**src/design/cckb_pkg.sv**
```systemverilog
`default_nettype none
// ----------------------------------------------------------------------------
// cckb_pkg: shared types and constants of the clipped color-key blit engine
// Field widths, stream word layouts, register indexes, the clip helper and
// the command record that travels from the front part to the back part.
// ----------------------------------------------------------------------------
package cckb_pkg;

	// Field widths
	localparam int DIM_W      = 13;
	localparam int COORD_W    = 12;
	localparam int IDX_W      = 24;
	localparam int PIX_W      = 32;
	localparam int CFG_IDX_W  = 3;
	localparam int CFG_DATA_W = 32;

	// Parameter defaults
	localparam int MAX_DIM_DEF    = 4096;
	localparam int PIXEL_BITS_DEF = 32;

	// Depth of the queue between the front and back parts
	localparam int QUEUE_DEPTH = 2;

	// Input word layout (tuser carries func)
	localparam int IN_SRC_X_LSB  = 0;
	localparam int IN_SRC_Y_LSB  = 12;
	localparam int IN_RECT_W_LSB = 24;
	localparam int IN_RECT_H_LSB = 37;
	localparam int IN_DST_X_LSB  = 50;
	localparam int IN_DST_Y_LSB  = 62;
	localparam int IN_PIXEL_LSB  = 74;
	localparam int IN_TDATA_W    = 112;

	// Output word layout (tlast carries last_pixel)
	localparam int OUT_TDATA_W = 112;
	localparam int OUT_PAD_W   = OUT_TDATA_W - (2 * IDX_W + PIX_W + 1 + 2 * DIM_W + 1);

	// Register reset values
	localparam logic [DIM_W-1:0] SOURCE_WIDTH_RST   = 13'd1024;
	localparam logic [DIM_W-1:0] SOURCE_HEIGHT_RST  = 13'd768;
	localparam logic [DIM_W-1:0] SCREEN_WIDTH_RST   = 13'd1024;
	localparam logic [DIM_W-1:0] SCREEN_HEIGHT_RST  = 13'd768;
	localparam logic [DIM_W-1:0] SCANLINE_PITCH_RST = 13'd1024;
	localparam logic [PIX_W-1:0] COLOR_KEY_RST      = 32'd0;

	typedef enum logic [CFG_IDX_W-1:0] {
		REG_SOURCE_WIDTH   = 3'd0,
		REG_SOURCE_HEIGHT  = 3'd1,
		REG_SCREEN_WIDTH   = 3'd2,
		REG_SCREEN_HEIGHT  = 3'd3,
		REG_SCANLINE_PITCH = 3'd4,
		REG_COLOR_KEY      = 3'd5
	} cfg_reg_t;

	typedef enum logic {
		FUNC_COMMAND = 1'b0,
		FUNC_PIXEL   = 1'b1
	} func_t;

	// Configuration register set
	typedef struct packed {
		logic [DIM_W-1:0] source_width;
		logic [DIM_W-1:0] source_height;
		logic [DIM_W-1:0] screen_width;
		logic [DIM_W-1:0] screen_height;
		logic [DIM_W-1:0] scanline_pitch;
		logic [PIX_W-1:0] color_key;
	} cfg_t;

	// Classified command as handed to the back part
	typedef struct packed {
		logic             empty;
		logic [DIM_W-1:0] width;
		logic [DIM_W-1:0] height;
		logic [IDX_W-1:0] dest_base;
		logic [IDX_W-1:0] source_base;
	} cmd_t;

	// Length of the part of [start, start + len) that lies below limit.
	function automatic logic [DIM_W-1:0] clip_span(input logic [DIM_W-1:0] start,
			input logic [DIM_W-1:0] len, input logic [DIM_W-1:0] limit);
		logic [DIM_W:0] end_v;
		logic [DIM_W:0] span_v;
		end_v = {1'b0, start} + {1'b0, len};
		if (end_v > {1'b0, limit}) begin
			end_v = {1'b0, limit};
		end
		span_v = end_v - {1'b0, start};
		if (start >= limit) begin
			span_v = '0;
		end
		return span_v[DIM_W-1:0];
	endfunction

endpackage
`default_nettype wire

```
**src/design/clipped_color_key_blit.sv**
```systemverilog
`default_nettype none
// ----------------------------------------------------------------------------
// clipped_color_key_blit: 2D blit engine with clipping and color keying
// Top level: configuration registers, input stage, queue and back end.
// ----------------------------------------------------------------------------
// The engine takes one word per clock on the input stream, commands and
// pixels alike, while the input is not stalled, and gives one result word
// per clock while the output side takes them. A word is registered in the
// input stage when it is accepted, is then written into the queue and from
// there moves into the output register, from which its result is offered;
// pixel words follow the same path. The input stage holds one multiplier
// per start index, so the clip and index work for a command fits in the
// input stage. A two-word queue between the input stage and the back end
// lets each side stall on its own: while a result waits in the output
// register and the output side does not take it, the back end takes
// nothing, and the queue and input stage absorb up to three more words
// before the input stalls. Pixel words that arrive with no blit running are
// consumed without a result. Configuration writes are taken on every clock
// and must only be issued while no word is in flight.
module clipped_color_key_blit
	import cckb_pkg::*;
#(
	parameter int MAX_DIM    = MAX_DIM_DEF,
	parameter int PIXEL_BITS = PIXEL_BITS_DEF
)(
	input  wire logic                   clk,
	input  wire logic                   arst_n,
	// Configuration write channel
	input  wire logic                   cfg_valid,
	output logic                        cfg_ready,
	input  wire logic [CFG_IDX_W-1:0]   cfg_index,
	input  wire logic [CFG_DATA_W-1:0]  cfg_data,
	// Input stream
	input  wire logic                   s_axis_tvalid,
	output logic                        s_axis_tready,
	// src_x[11:0], src_y[23:12], rect_width[36:24], rect_height[49:37],
	// dst_x[61:50], dst_y[73:62], pixel_value[105:74], zero[111:106]
	input  wire logic [IN_TDATA_W-1:0]  s_axis_tdata,
	// func[0]
	input  wire logic                   s_axis_tuser,
	// Output stream
	output logic                        m_axis_tvalid,
	input  wire logic                   m_axis_tready,
	// dest_index[23:0], source_index[47:24], write_pixel[79:48],
	// write_enable[80], clip_width[93:81], clip_height[106:94],
	// empty_res[107], zero[111:108]
	output logic [OUT_TDATA_W-1:0]      m_axis_tdata,
	// last_pixel
	output logic                        m_axis_tlast
);

	localparam int QDATA_W = 1 + $bits(cmd_t) + PIXEL_BITS;

	cfg_t               cfg;
	logic               push_valid;
	logic               push_ready;
	logic [QDATA_W-1:0] push_data;
	logic               pop_valid;
	logic               pop_ready;
	logic [QDATA_W-1:0] pop_data;

	// Configuration registers
	cckb_cfg u_cfg (
		.clk       (clk),
		.arst_n    (arst_n),
		.cfg_valid (cfg_valid),
		.cfg_ready (cfg_ready),
		.cfg_index (cfg_index),
		.cfg_data  (cfg_data),
		.cfg       (cfg)
	);

	// Input stage: clip and classify
	cckb_front #(
		.MAX_DIM    (MAX_DIM),
		.PIXEL_BITS (PIXEL_BITS),
		.QDATA_W    (QDATA_W)
	) u_front (
		.clk        (clk),
		.arst_n     (arst_n),
		.cfg        (cfg),
		.in_valid   (s_axis_tvalid),
		.in_ready   (s_axis_tready),
		.in_func    (s_axis_tuser),
		.in_data    (s_axis_tdata),
		.push_valid (push_valid),
		.push_ready (push_ready),
		.push_data  (push_data)
	);

	// Queue between the two parts
	cckb_queue #(
		.DATA_W (QDATA_W),
		.DEPTH  (QUEUE_DEPTH)
	) u_queue (
		.clk        (clk),
		.arst_n     (arst_n),
		.push_valid (push_valid),
		.push_ready (push_ready),
		.push_data  (push_data),
		.pop_valid  (pop_valid),
		.pop_ready  (pop_ready),
		.pop_data   (pop_data)
	);

	// Back end: raster walk and results
	cckb_back #(
		.PIXEL_BITS (PIXEL_BITS),
		.QDATA_W    (QDATA_W)
	) u_back (
		.clk       (clk),
		.arst_n    (arst_n),
		.cfg       (cfg),
		.pop_valid (pop_valid),
		.pop_ready (pop_ready),
		.pop_data  (pop_data),
		.out_valid (m_axis_tvalid),
		.out_ready (m_axis_tready),
		.out_data  (m_axis_tdata),
		.out_last  (m_axis_tlast)
	);

endmodule
`default_nettype wire

```
**src/design/cckb_cfg.sv**
```systemverilog
`default_nettype none
// ----------------------------------------------------------------------------
// cckb_cfg: configuration register file
// Holds the surface, screen, pitch and key registers written over the
// configuration channel. The channel is always ready.
// ----------------------------------------------------------------------------
module cckb_cfg
	import cckb_pkg::*;
(
	input  wire logic                  clk,
	input  wire logic                  arst_n,
	input  wire logic                  cfg_valid,
	output logic                       cfg_ready,
	input  wire logic [CFG_IDX_W-1:0]  cfg_index,
	input  wire logic [CFG_DATA_W-1:0] cfg_data,
	output cfg_t                       cfg
);

	cfg_t regs_q;

	assign cfg_ready = 1'b1;
	assign cfg       = regs_q;

	// Register writes; indexes beyond the list are dropped.
	always_ff @(posedge clk or negedge arst_n) begin
		if (!arst_n) begin
			regs_q.source_width   <= SOURCE_WIDTH_RST;
			regs_q.source_height  <= SOURCE_HEIGHT_RST;
			regs_q.screen_width   <= SCREEN_WIDTH_RST;
			regs_q.screen_height  <= SCREEN_HEIGHT_RST;
			regs_q.scanline_pitch <= SCANLINE_PITCH_RST;
			regs_q.color_key      <= COLOR_KEY_RST;
		end else if (cfg_valid && cfg_ready) begin
			unique case (cfg_reg_t'(cfg_index))
				REG_SOURCE_WIDTH:   regs_q.source_width   <= cfg_data[DIM_W-1:0];
				REG_SOURCE_HEIGHT:  regs_q.source_height  <= cfg_data[DIM_W-1:0];
				REG_SCREEN_WIDTH:   regs_q.screen_width   <= cfg_data[DIM_W-1:0];
				REG_SCREEN_HEIGHT:  regs_q.screen_height  <= cfg_data[DIM_W-1:0];
				REG_SCANLINE_PITCH: regs_q.scanline_pitch <= cfg_data[DIM_W-1:0];
				REG_COLOR_KEY:      regs_q.color_key      <= cfg_data[PIX_W-1:0];
				default: begin
				end
			endcase
		end
	end

endmodule
`default_nettype wire

```
**src/design/cckb_front.sv**
```systemverilog
`default_nettype none
// ----------------------------------------------------------------------------
// cckb_front: input stage of the blit engine
// Accepts words, clips commands against the source surface and the screen,
// forms the start indices, and pushes classified words into the queue.
// ----------------------------------------------------------------------------
module cckb_front
	import cckb_pkg::*;
#(
	parameter int MAX_DIM    = MAX_DIM_DEF,
	parameter int PIXEL_BITS = PIXEL_BITS_DEF,
	parameter int QDATA_W    = 1 + $bits(cmd_t) + PIXEL_BITS
)(
	input  wire logic                  clk,
	input  wire logic                  arst_n,
	input  wire cfg_t                  cfg,
	input  wire logic                  in_valid,
	output logic                       in_ready,
	input  wire logic                  in_func,
	input  wire logic [IN_TDATA_W-1:0] in_data,
	output logic                       push_valid,
	input  wire logic                  push_ready,
	output logic [QDATA_W-1:0]         push_data
);

	logic [COORD_W-1:0] src_x;
	logic [COORD_W-1:0] src_y;
	logic [DIM_W-1:0]   rect_w;
	logic [DIM_W-1:0]   rect_h;
	logic [COORD_W-1:0] dst_x;
	logic [COORD_W-1:0] dst_y;
	logic [IDX_W:0]     dest_prod;
	logic [IDX_W:0]     src_prod;

	logic                  valid_s1;
	logic                  func_s1;
	logic [DIM_W-1:0]      w_s1;
	logic [DIM_W-1:0]      h_s1;
	logic [COORD_W-1:0]    dx_s1;
	logic [COORD_W-1:0]    dy_s1;
	logic [COORD_W-1:0]    sx_s1;
	logic [IDX_W-1:0]      dprod_s1;
	logic [IDX_W-1:0]      sprod_s1;
	logic [PIXEL_BITS-1:0] pixel_s1;

	logic [DIM_W-1:0] w_scr;
	logic [DIM_W-1:0] h_scr;
	logic [DIM_W-1:0] w_sat;
	logic [DIM_W-1:0] h_sat;
	cmd_t             cmd;

	// Input field extraction
	assign src_x  = in_data[IN_SRC_X_LSB +: COORD_W];
	assign src_y  = in_data[IN_SRC_Y_LSB +: COORD_W];
	assign rect_w = in_data[IN_RECT_W_LSB +: DIM_W];
	assign rect_h = in_data[IN_RECT_H_LSB +: DIM_W];
	assign dst_x  = in_data[IN_DST_X_LSB +: COORD_W];
	assign dst_y  = in_data[IN_DST_Y_LSB +: COORD_W];

	// Row offsets of the start positions
	assign dest_prod = {{(IDX_W + 1 - COORD_W){1'b0}}, dst_y}
		* {{(IDX_W + 1 - DIM_W){1'b0}}, cfg.scanline_pitch};
	assign src_prod  = {{(IDX_W + 1 - COORD_W){1'b0}}, src_y}
		* {{(IDX_W + 1 - DIM_W){1'b0}}, cfg.source_width};

	assign in_ready = !valid_s1 || push_ready;

	// Stage 1 valid flag
	always_ff @(posedge clk or negedge arst_n) begin
		if (!arst_n) begin
			valid_s1 <= 1'b0;
		end else if (in_ready) begin
			valid_s1 <= in_valid;
		end
	end

	// Stage 1 payload: source clip and row products
	always_ff @(posedge clk) begin
		if (in_valid && in_ready) begin
			func_s1  <= in_func;
			w_s1     <= clip_span(DIM_W'(src_x), rect_w, cfg.source_width);
			h_s1     <= clip_span(DIM_W'(src_y), rect_h, cfg.source_height);
			dx_s1    <= dst_x;
			dy_s1    <= dst_y;
			sx_s1    <= src_x;
			dprod_s1 <= dest_prod[IDX_W-1:0];
			sprod_s1 <= src_prod[IDX_W-1:0];
			pixel_s1 <= in_data[IN_PIXEL_LSB +: PIXEL_BITS];
		end
	end

	// Screen clip, saturation and start indices
	always_comb begin
		w_scr = clip_span(DIM_W'(dx_s1), w_s1, cfg.screen_width);
		h_scr = clip_span(DIM_W'(dy_s1), h_s1, cfg.screen_height);
		w_sat = w_scr;
		h_sat = h_scr;
		if (32'(w_scr) > MAX_DIM) begin
			w_sat = DIM_W'(MAX_DIM);
		end
		if (32'(h_scr) > MAX_DIM) begin
			h_sat = DIM_W'(MAX_DIM);
		end
		cmd.empty       = (w_sat == '0) || (h_sat == '0);
		cmd.width       = w_sat;
		cmd.height      = h_sat;
		cmd.dest_base   = dprod_s1 + IDX_W'(dx_s1);
		cmd.source_base = sprod_s1 + IDX_W'(sx_s1);
		if (cmd.empty) begin
			cmd.width       = '0;
			cmd.height      = '0;
			cmd.dest_base   = '0;
			cmd.source_base = '0;
		end
	end

	assign push_valid = valid_s1;
	assign push_data  = {func_s1 == FUNC_COMMAND, cmd, pixel_s1};

endmodule
`default_nettype wire

```
**src/design/cckb_queue.sv**
```systemverilog
`default_nettype none
// ----------------------------------------------------------------------------
// cckb_queue: short first-in first-out queue
// Decouples the front part from the back part so either may stall.
// ----------------------------------------------------------------------------
module cckb_queue #(
	parameter int DATA_W = 8,
	parameter int DEPTH  = 2
)(
	input  wire logic              clk,
	input  wire logic              arst_n,
	input  wire logic              push_valid,
	output logic                   push_ready,
	input  wire logic [DATA_W-1:0] push_data,
	output logic                   pop_valid,
	input  wire logic              pop_ready,
	output logic [DATA_W-1:0]      pop_data
);

	localparam int PTR_W = (DEPTH > 1) ? $clog2(DEPTH) : 1;
	localparam int CNT_W = $clog2(DEPTH + 1);

	logic [DATA_W-1:0] mem_q [DEPTH];
	logic [PTR_W-1:0]  wr_ptr_q;
	logic [PTR_W-1:0]  rd_ptr_q;
	logic [CNT_W-1:0]  count_q;
	logic              do_push;
	logic              do_pop;

	assign push_ready = (count_q != CNT_W'(DEPTH));
	assign pop_valid  = (count_q != '0);
	assign pop_data   = mem_q[rd_ptr_q];
	assign do_push    = push_valid && push_ready;
	assign do_pop     = pop_valid && pop_ready;

	// Pointers and fill count
	always_ff @(posedge clk or negedge arst_n) begin
		if (!arst_n) begin
			wr_ptr_q <= '0;
			rd_ptr_q <= '0;
			count_q  <= '0;
		end else begin
			if (do_push) begin
				wr_ptr_q <= (wr_ptr_q == PTR_W'(DEPTH - 1)) ? '0 : wr_ptr_q + 1'b1;
			end
			if (do_pop) begin
				rd_ptr_q <= (rd_ptr_q == PTR_W'(DEPTH - 1)) ? '0 : rd_ptr_q + 1'b1;
			end
			if (do_push && !do_pop) begin
				count_q <= count_q + 1'b1;
			end else if (do_pop && !do_push) begin
				count_q <= count_q - 1'b1;
			end
		end
	end

	// Storage
	always_ff @(posedge clk) begin
		if (do_push) begin
			mem_q[wr_ptr_q] <= push_data;
		end
	end

endmodule
`default_nettype wire

```
**src/design/cckb_back.sv**
```systemverilog
`default_nettype none
// ----------------------------------------------------------------------------
// cckb_back: blit execution and output register
// Takes classified words from the queue, tracks the raster position of the
// running blit, forms indices and the write enable, and holds each result
// word in an output register until it is taken.
// ----------------------------------------------------------------------------
module cckb_back
	import cckb_pkg::*;
#(
	parameter int PIXEL_BITS = PIXEL_BITS_DEF,
	parameter int QDATA_W    = 1 + $bits(cmd_t) + PIXEL_BITS
)(
	input  wire logic               clk,
	input  wire logic               arst_n,
	input  wire cfg_t               cfg,
	input  wire logic               pop_valid,
	output logic                    pop_ready,
	input  wire logic [QDATA_W-1:0] pop_data,
	output logic                    out_valid,
	input  wire logic               out_ready,
	output logic [OUT_TDATA_W-1:0]  out_data,
	output logic                    out_last
);

	logic                  is_cmd;
	cmd_t                  cmd;
	logic [PIXEL_BITS-1:0] pixel;
	logic                  take;
	logic                  keyed;
	logic                  last_col;
	logic                  last;

	// Blit state
	logic             active_q;
	logic [DIM_W-1:0] col_q;
	logic [DIM_W-1:0] row_q;
	logic [DIM_W-1:0] cols_q;
	logic [DIM_W-1:0] rows_q;
	logic [IDX_W-1:0] dbase_q;
	logic [IDX_W-1:0] sbase_q;

	// Output register
	logic                  out_valid_q;
	logic [IDX_W-1:0]      dest_q;
	logic [IDX_W-1:0]      src_q;
	logic [PIXEL_BITS-1:0] pix_q;
	logic                  we_q;
	logic                  last_q;
	logic [DIM_W-1:0]      cw_q;
	logic [DIM_W-1:0]      ch_q;
	logic                  empty_q;

	assign {is_cmd, cmd, pixel} = pop_data;
	assign pop_ready = !out_valid_q || out_ready;
	assign take      = pop_valid && pop_ready;

	// Per-pixel decisions
	assign keyed    = (cfg.color_key[PIXEL_BITS-1:0] != '0)
		&& (pixel == cfg.color_key[PIXEL_BITS-1:0]);
	assign last_col = ({1'b0, col_q} + 1'b1) >= {1'b0, cols_q};
	assign last     = last_col && (({1'b0, row_q} + 1'b1) >= {1'b0, rows_q});

	// Blit state update
	always_ff @(posedge clk or negedge arst_n) begin
		if (!arst_n) begin
			active_q <= 1'b0;
			col_q    <= '0;
			row_q    <= '0;
			cols_q   <= '0;
			rows_q   <= '0;
			dbase_q  <= '0;
			sbase_q  <= '0;
		end else if (take && is_cmd) begin
			active_q <= !cmd.empty;
			col_q    <= '0;
			row_q    <= '0;
			cols_q   <= cmd.width;
			rows_q   <= cmd.height;
			dbase_q  <= cmd.dest_base;
			sbase_q  <= cmd.source_base;
		end else if (take && active_q) begin
			if (last_col) begin
				col_q   <= '0;
				row_q   <= row_q + 1'b1;
				dbase_q <= dbase_q + IDX_W'(cfg.scanline_pitch);
				sbase_q <= sbase_q + IDX_W'(cfg.source_width);
			end else begin
				col_q <= col_q + 1'b1;
			end
			if (last) begin
				active_q <= 1'b0;
				row_q    <= '0;
			end
		end
	end

	// Output valid flag: idle pixels produce no word
	always_ff @(posedge clk or negedge arst_n) begin
		if (!arst_n) begin
			out_valid_q <= 1'b0;
		end else if (pop_ready) begin
			out_valid_q <= take && (is_cmd || active_q);
		end
	end

	// Output payload
	always_ff @(posedge clk) begin
		if (take) begin
			if (is_cmd) begin
				dest_q  <= cmd.dest_base;
				src_q   <= cmd.source_base;
				pix_q   <= '0;
				we_q    <= 1'b0;
				last_q  <= 1'b0;
				cw_q    <= cmd.width;
				ch_q    <= cmd.height;
				empty_q <= cmd.empty;
			end else begin
				dest_q  <= dbase_q + IDX_W'(col_q);
				src_q   <= sbase_q + IDX_W'(col_q);
				pix_q   <= pixel;
				we_q    <= !keyed;
				last_q  <= last;
				cw_q    <= '0;
				ch_q    <= '0;
				empty_q <= 1'b0;
			end
		end
	end

	assign out_valid = out_valid_q;
	assign out_last  = last_q;
	assign out_data  = {{OUT_PAD_W{1'b0}}, empty_q, ch_q, cw_q, we_q, PIX_W'(pix_q),
		src_q, dest_q};

endmodule
`default_nettype wire
```
**config.mk**
```make
export PLATFORM = sky130hd
export DESIGN_NAME = clipped_color_key_blit
export DESIGN_NICKNAME = d
export VERILOG_FILES = /design/src/design/cckb_pkg.sv /design/src/design/clipped_color_key_blit.sv /design/src/design/cckb_cfg.sv /design/src/design/cckb_front.sv /design/src/design/cckb_queue.sv /design/src/design/cckb_back.sv
export SDC_FILE = /design/constraint.sdc
export NUM_CORES = 2
export LEC_CHECK = 0
export BUFFER_PORTS_ARGS = -buffer_cell sky130_fd_sc_hd__buf_2
export CORE_AREA = 2 2 417 212
export CTS_CLUSTER_DIAMETER = 100
export DETAILED_ROUTE_END_ITERATION = 7
export DIE_AREA = 0 0 419 214
export GPL_ROUTABILITY_DRIVEN = 0
export PLACE_DENSITY_LB_ADDON = 0.1
export SYNTH_ARGS = -nofsm -noshare
export SYNTH_HDL_FRONTEND = slang
export SYNTH_SLANG_ARGS = --single-unit
```
**constraint.sdc**
```tcl
create_clock -name clk -period 9.3 [get_ports clk]
set_input_delay 1.395 -clock clk [delete_from_list [all_inputs] [get_ports clk]]
set_output_delay 1.395 -clock clk [all_outputs]
set_load 0.02 [all_outputs]
```
==> metrics.txt <==
outcome=finished, final reports clean; Synth area leaders=edfxtp_1, ha_1, dfrtp_1; detailed-route via count=35.34k; Layout Nets=5573; placed cells=between 5k and 6k; Max Slew Vio Count=0; M1 GR Usage=43.80%; clk_skew=between 30 and 40 ps; reg2reg start=u_front.dx_s1[0]; Antenna Nets Post-Route=0; Via-to-Cell Ratio=around 6; Yosys top cell by area=edfxtp_1; post-detailed-route wirelength per cell=22.01 um; DR pass1 iterations=5; gr ovfl total=0; Netlist Area Pre-Place=about 0.047 sq mm; Crit Path Max Fanout=13; H-tree Lvls=3; Synth Flop Type=edfxtp_1; Inserted Clock Buffers=67; Mapped Cells=roughly 4.6k; worst hold start=u_front.pixel_s1[4]; grt met3 use=~4.4%; Chip Height=roughly 210 um; hold slack=~440 ps; YS warnings=0; Synth top area share=approximately 30%; Post-synth EDFFs=468; Cell Count, Final, Fillers Out=between 5k and 6k; Post-CTS Setup Bufs=0; final WL=~130000 um; Slew @ Worst Pin=1173 ps; largest net degree at the start of global routing=139; period utilization=88.20%; Max Freq=121.9 MHz; RSZ-0062 raised after global routing=no; commonest cells in the netlist=nand2_1, edfxtp_1, inv_1; PnR worst setup slack=between 1000 and 1500 ps; GR Util met2=44.95%; first-pass GRT wire length=between 200000 and 250000 um; post-synthesis sequential area ratio=slightly above 40%; CTS Hold Buffers Added=0; Yosys cell types=91; dpl hpwl=98160 um; ys async rst share=30.36%; final-report setup violation count=0; worst hold stages=0; Longest Clk Path Bufs=3; worst rel slew slack=21.80%; total track usage=29.45%; Worst EP arrival=8590 ps; clk_lat worst skew=approximately 650 ps; worst hold path class=register to register; Clk pin slew, worst setup/hold paths=60 ps; Mean Syn Cell Area=about 10 sq um; PortBufs=257; Std-Cell Core Area=between 0.08 and 0.09 sq mm; data required time at the worst endpoint=9680 ps; initial antenna violation count=14; clk sinks=672; FF-to-FF path depth=26; max cap viols=0; PostCTS Resize Cnt=0; Die Width=419 um; die area=approximately 0.09 sq mm; final setup TNS=0 ps; cell with the most instances after synthesis=nand2_1; Period minus WS final=8202 ps; Row Count=76; critical path class=register to register; DRC=0; Area Growth Syn to Fin=9.892%; startpoint types=register; busiest grt layer=met2; initial core utilization=~55%; hold endpoint=u_queue.mem_q[1][4]; clk root buf=clkbuf_16; CP Capture Type=register; layout cells sized above 1=about 12%; final-layout fill cell count=7251; I/O pins=269; Final Hold Fails=0; drt initial violations=3257; synthesis-stage register bit count=about 670; vias in the first global route=34.95k; CTS tree=done; setup slack, reg-to-reg=1100 ps; capture point of the worst reg-to-reg path=u_queue.mem_q[1][101]; dpl ws=roughly 1200 ps
[worst max-delay path by stage]
stage / start / to / slack (ps) / depth (start not counted)
2_1_floorplan: s_axis_tdata[0] / u_front.w_s1[12] / 2120 / 27
3_3_place_gp: u_front.dy_s1[1] / u_queue.mem_q[0][78] / 1350 / 29
3_5_place_dp: u_front.dy_s1[1] / u_queue.mem_q[0][54] / 1180 / 29
4_1_cts: u_front.dy_s1[1] / u_queue.mem_q[0][36] / 1150 / 29
5_1_grt: u_front.dx_s1[0] / u_queue.mem_q[0][54] / 570 / 27
6_report: u_front.dx_s1[0] / u_queue.mem_q[1][101] / 1100 / 26
[per-layer routing]
layer,up-vias,share of wire [%]
met1,17553,45
met4,4,2.6
met5,-,0.018
li1,16259,-
met2,1312,44
met3,209,8.0
[kinds of logic (layout without fill, tap and decap cells)]
group | Yosys count | count (layout) | synth area share (%)
and+or+nand+nor | 1356 | 1356 | 13.05
AOI/OAI and AO/OA | 810 | 810 | 10.78
DFF | 672 | 672 | 40.79
adders and majority gates | 653 | 653 | 21.09
buffers and inverters | 604 | 867 | 4.942
xor gates and xnor gates | 264 | 264 | 4.921
muxes | 194 | 194 | 4.404
other | 2 | 11 | 0.01598
[layout make-up]
| class | instances | area [sq um] | area share, % |
|---|---|---|---|
| inverter | 456 | 1714 | 3.320 |
| clock inverter | 39 | 354.1 | 0.6857 |
| timing repair buffer | 288 | 1541 | 2.985 |
| sequential | 672 | 19170 | 37.13 |
| antenna | 6 | 15.01 | 0.02908 |
| multi-input combinational | 3282 | 25590 | 49.55 |
| clock buffer | 84 | 1790 | 3.467 |
| tap | 1170 | 1464 | 2.835 |
[through the flow]
stage	instance area [sq um]	util [%]
2_1_floorplan	47000	-
3_3_place_gp	49480	57.75
3_5_place_dp	49480	57.75
4_1_cts	51620	60.25
5_1_grt	51630	60.26
6_report	51640	60.27
[flip-flops by register name (all words and copies together) (netlist names), 12 cells and up]
signal,count
u_queue.mem_q,216
u_cfg.cfg,97
u_back.pix_q,32
u_front.pixel_s1,32
u_back.dbase_q,24
u_back.dest_q,24
u_back.sbase_q,24
u_back.src_q,24
u_front.dprod_s1,24
u_front.sprod_s1,24
u_back.ch_q,13
u_back.col_q,13
u_back.cols_q,13
u_back.cw_q,13
u_back.row_q,13
u_back.rows_q,13
u_front.h_s1,13
u_front.w_s1,13
u_front.dx_s1,12
u_front.dy_s1,12
u_front.sx_s1,12
[cells in the final DEF (no fill, tap or decap), drive strengths merged, types with 36 or more instances in the layout]
master / instances
nand2: 486
edfxtp: 468
inv: 458
ha: 421
nor2: 404
buf: 288
o21ai: 261
fa: 232
a21oi: 230
dfrtp: 197
xnor2: 166
mux2: 102
xor2: 98
mux2i: 92
nor3: 92
clkbuf: 84
nand3: 73
and2: 69
a21o: 59
nand4: 36
and3: 36
[worst max-delay path, cell delays in order, from the launching register on]
cell,delay [ps]
edfxtp_1,520
ha_1,300
fa_1,430
a211oi_1,340
o21ai_0,220
a31o_2,290
a21o_1,180
a21oi_1,180
xnor2_1,130
ha_1,300
nand3_1,110
nor4_1,290
a31oi_1,120
a21oi_1,670
mux2i_1,360
ha_1,210
inv_1,50
fa_1,420
a21oi_2,220
o221ai_1,210
a31o_1,270
a21oi_2,170
xnor2_1,110
nor4_1,710
inv_1,130
a221o_1,560
nor2_1,440
Power is left out: the tool's default activity adds up to more than one toggle a clock period on the data nets, which glitch-free logic cannot reach.
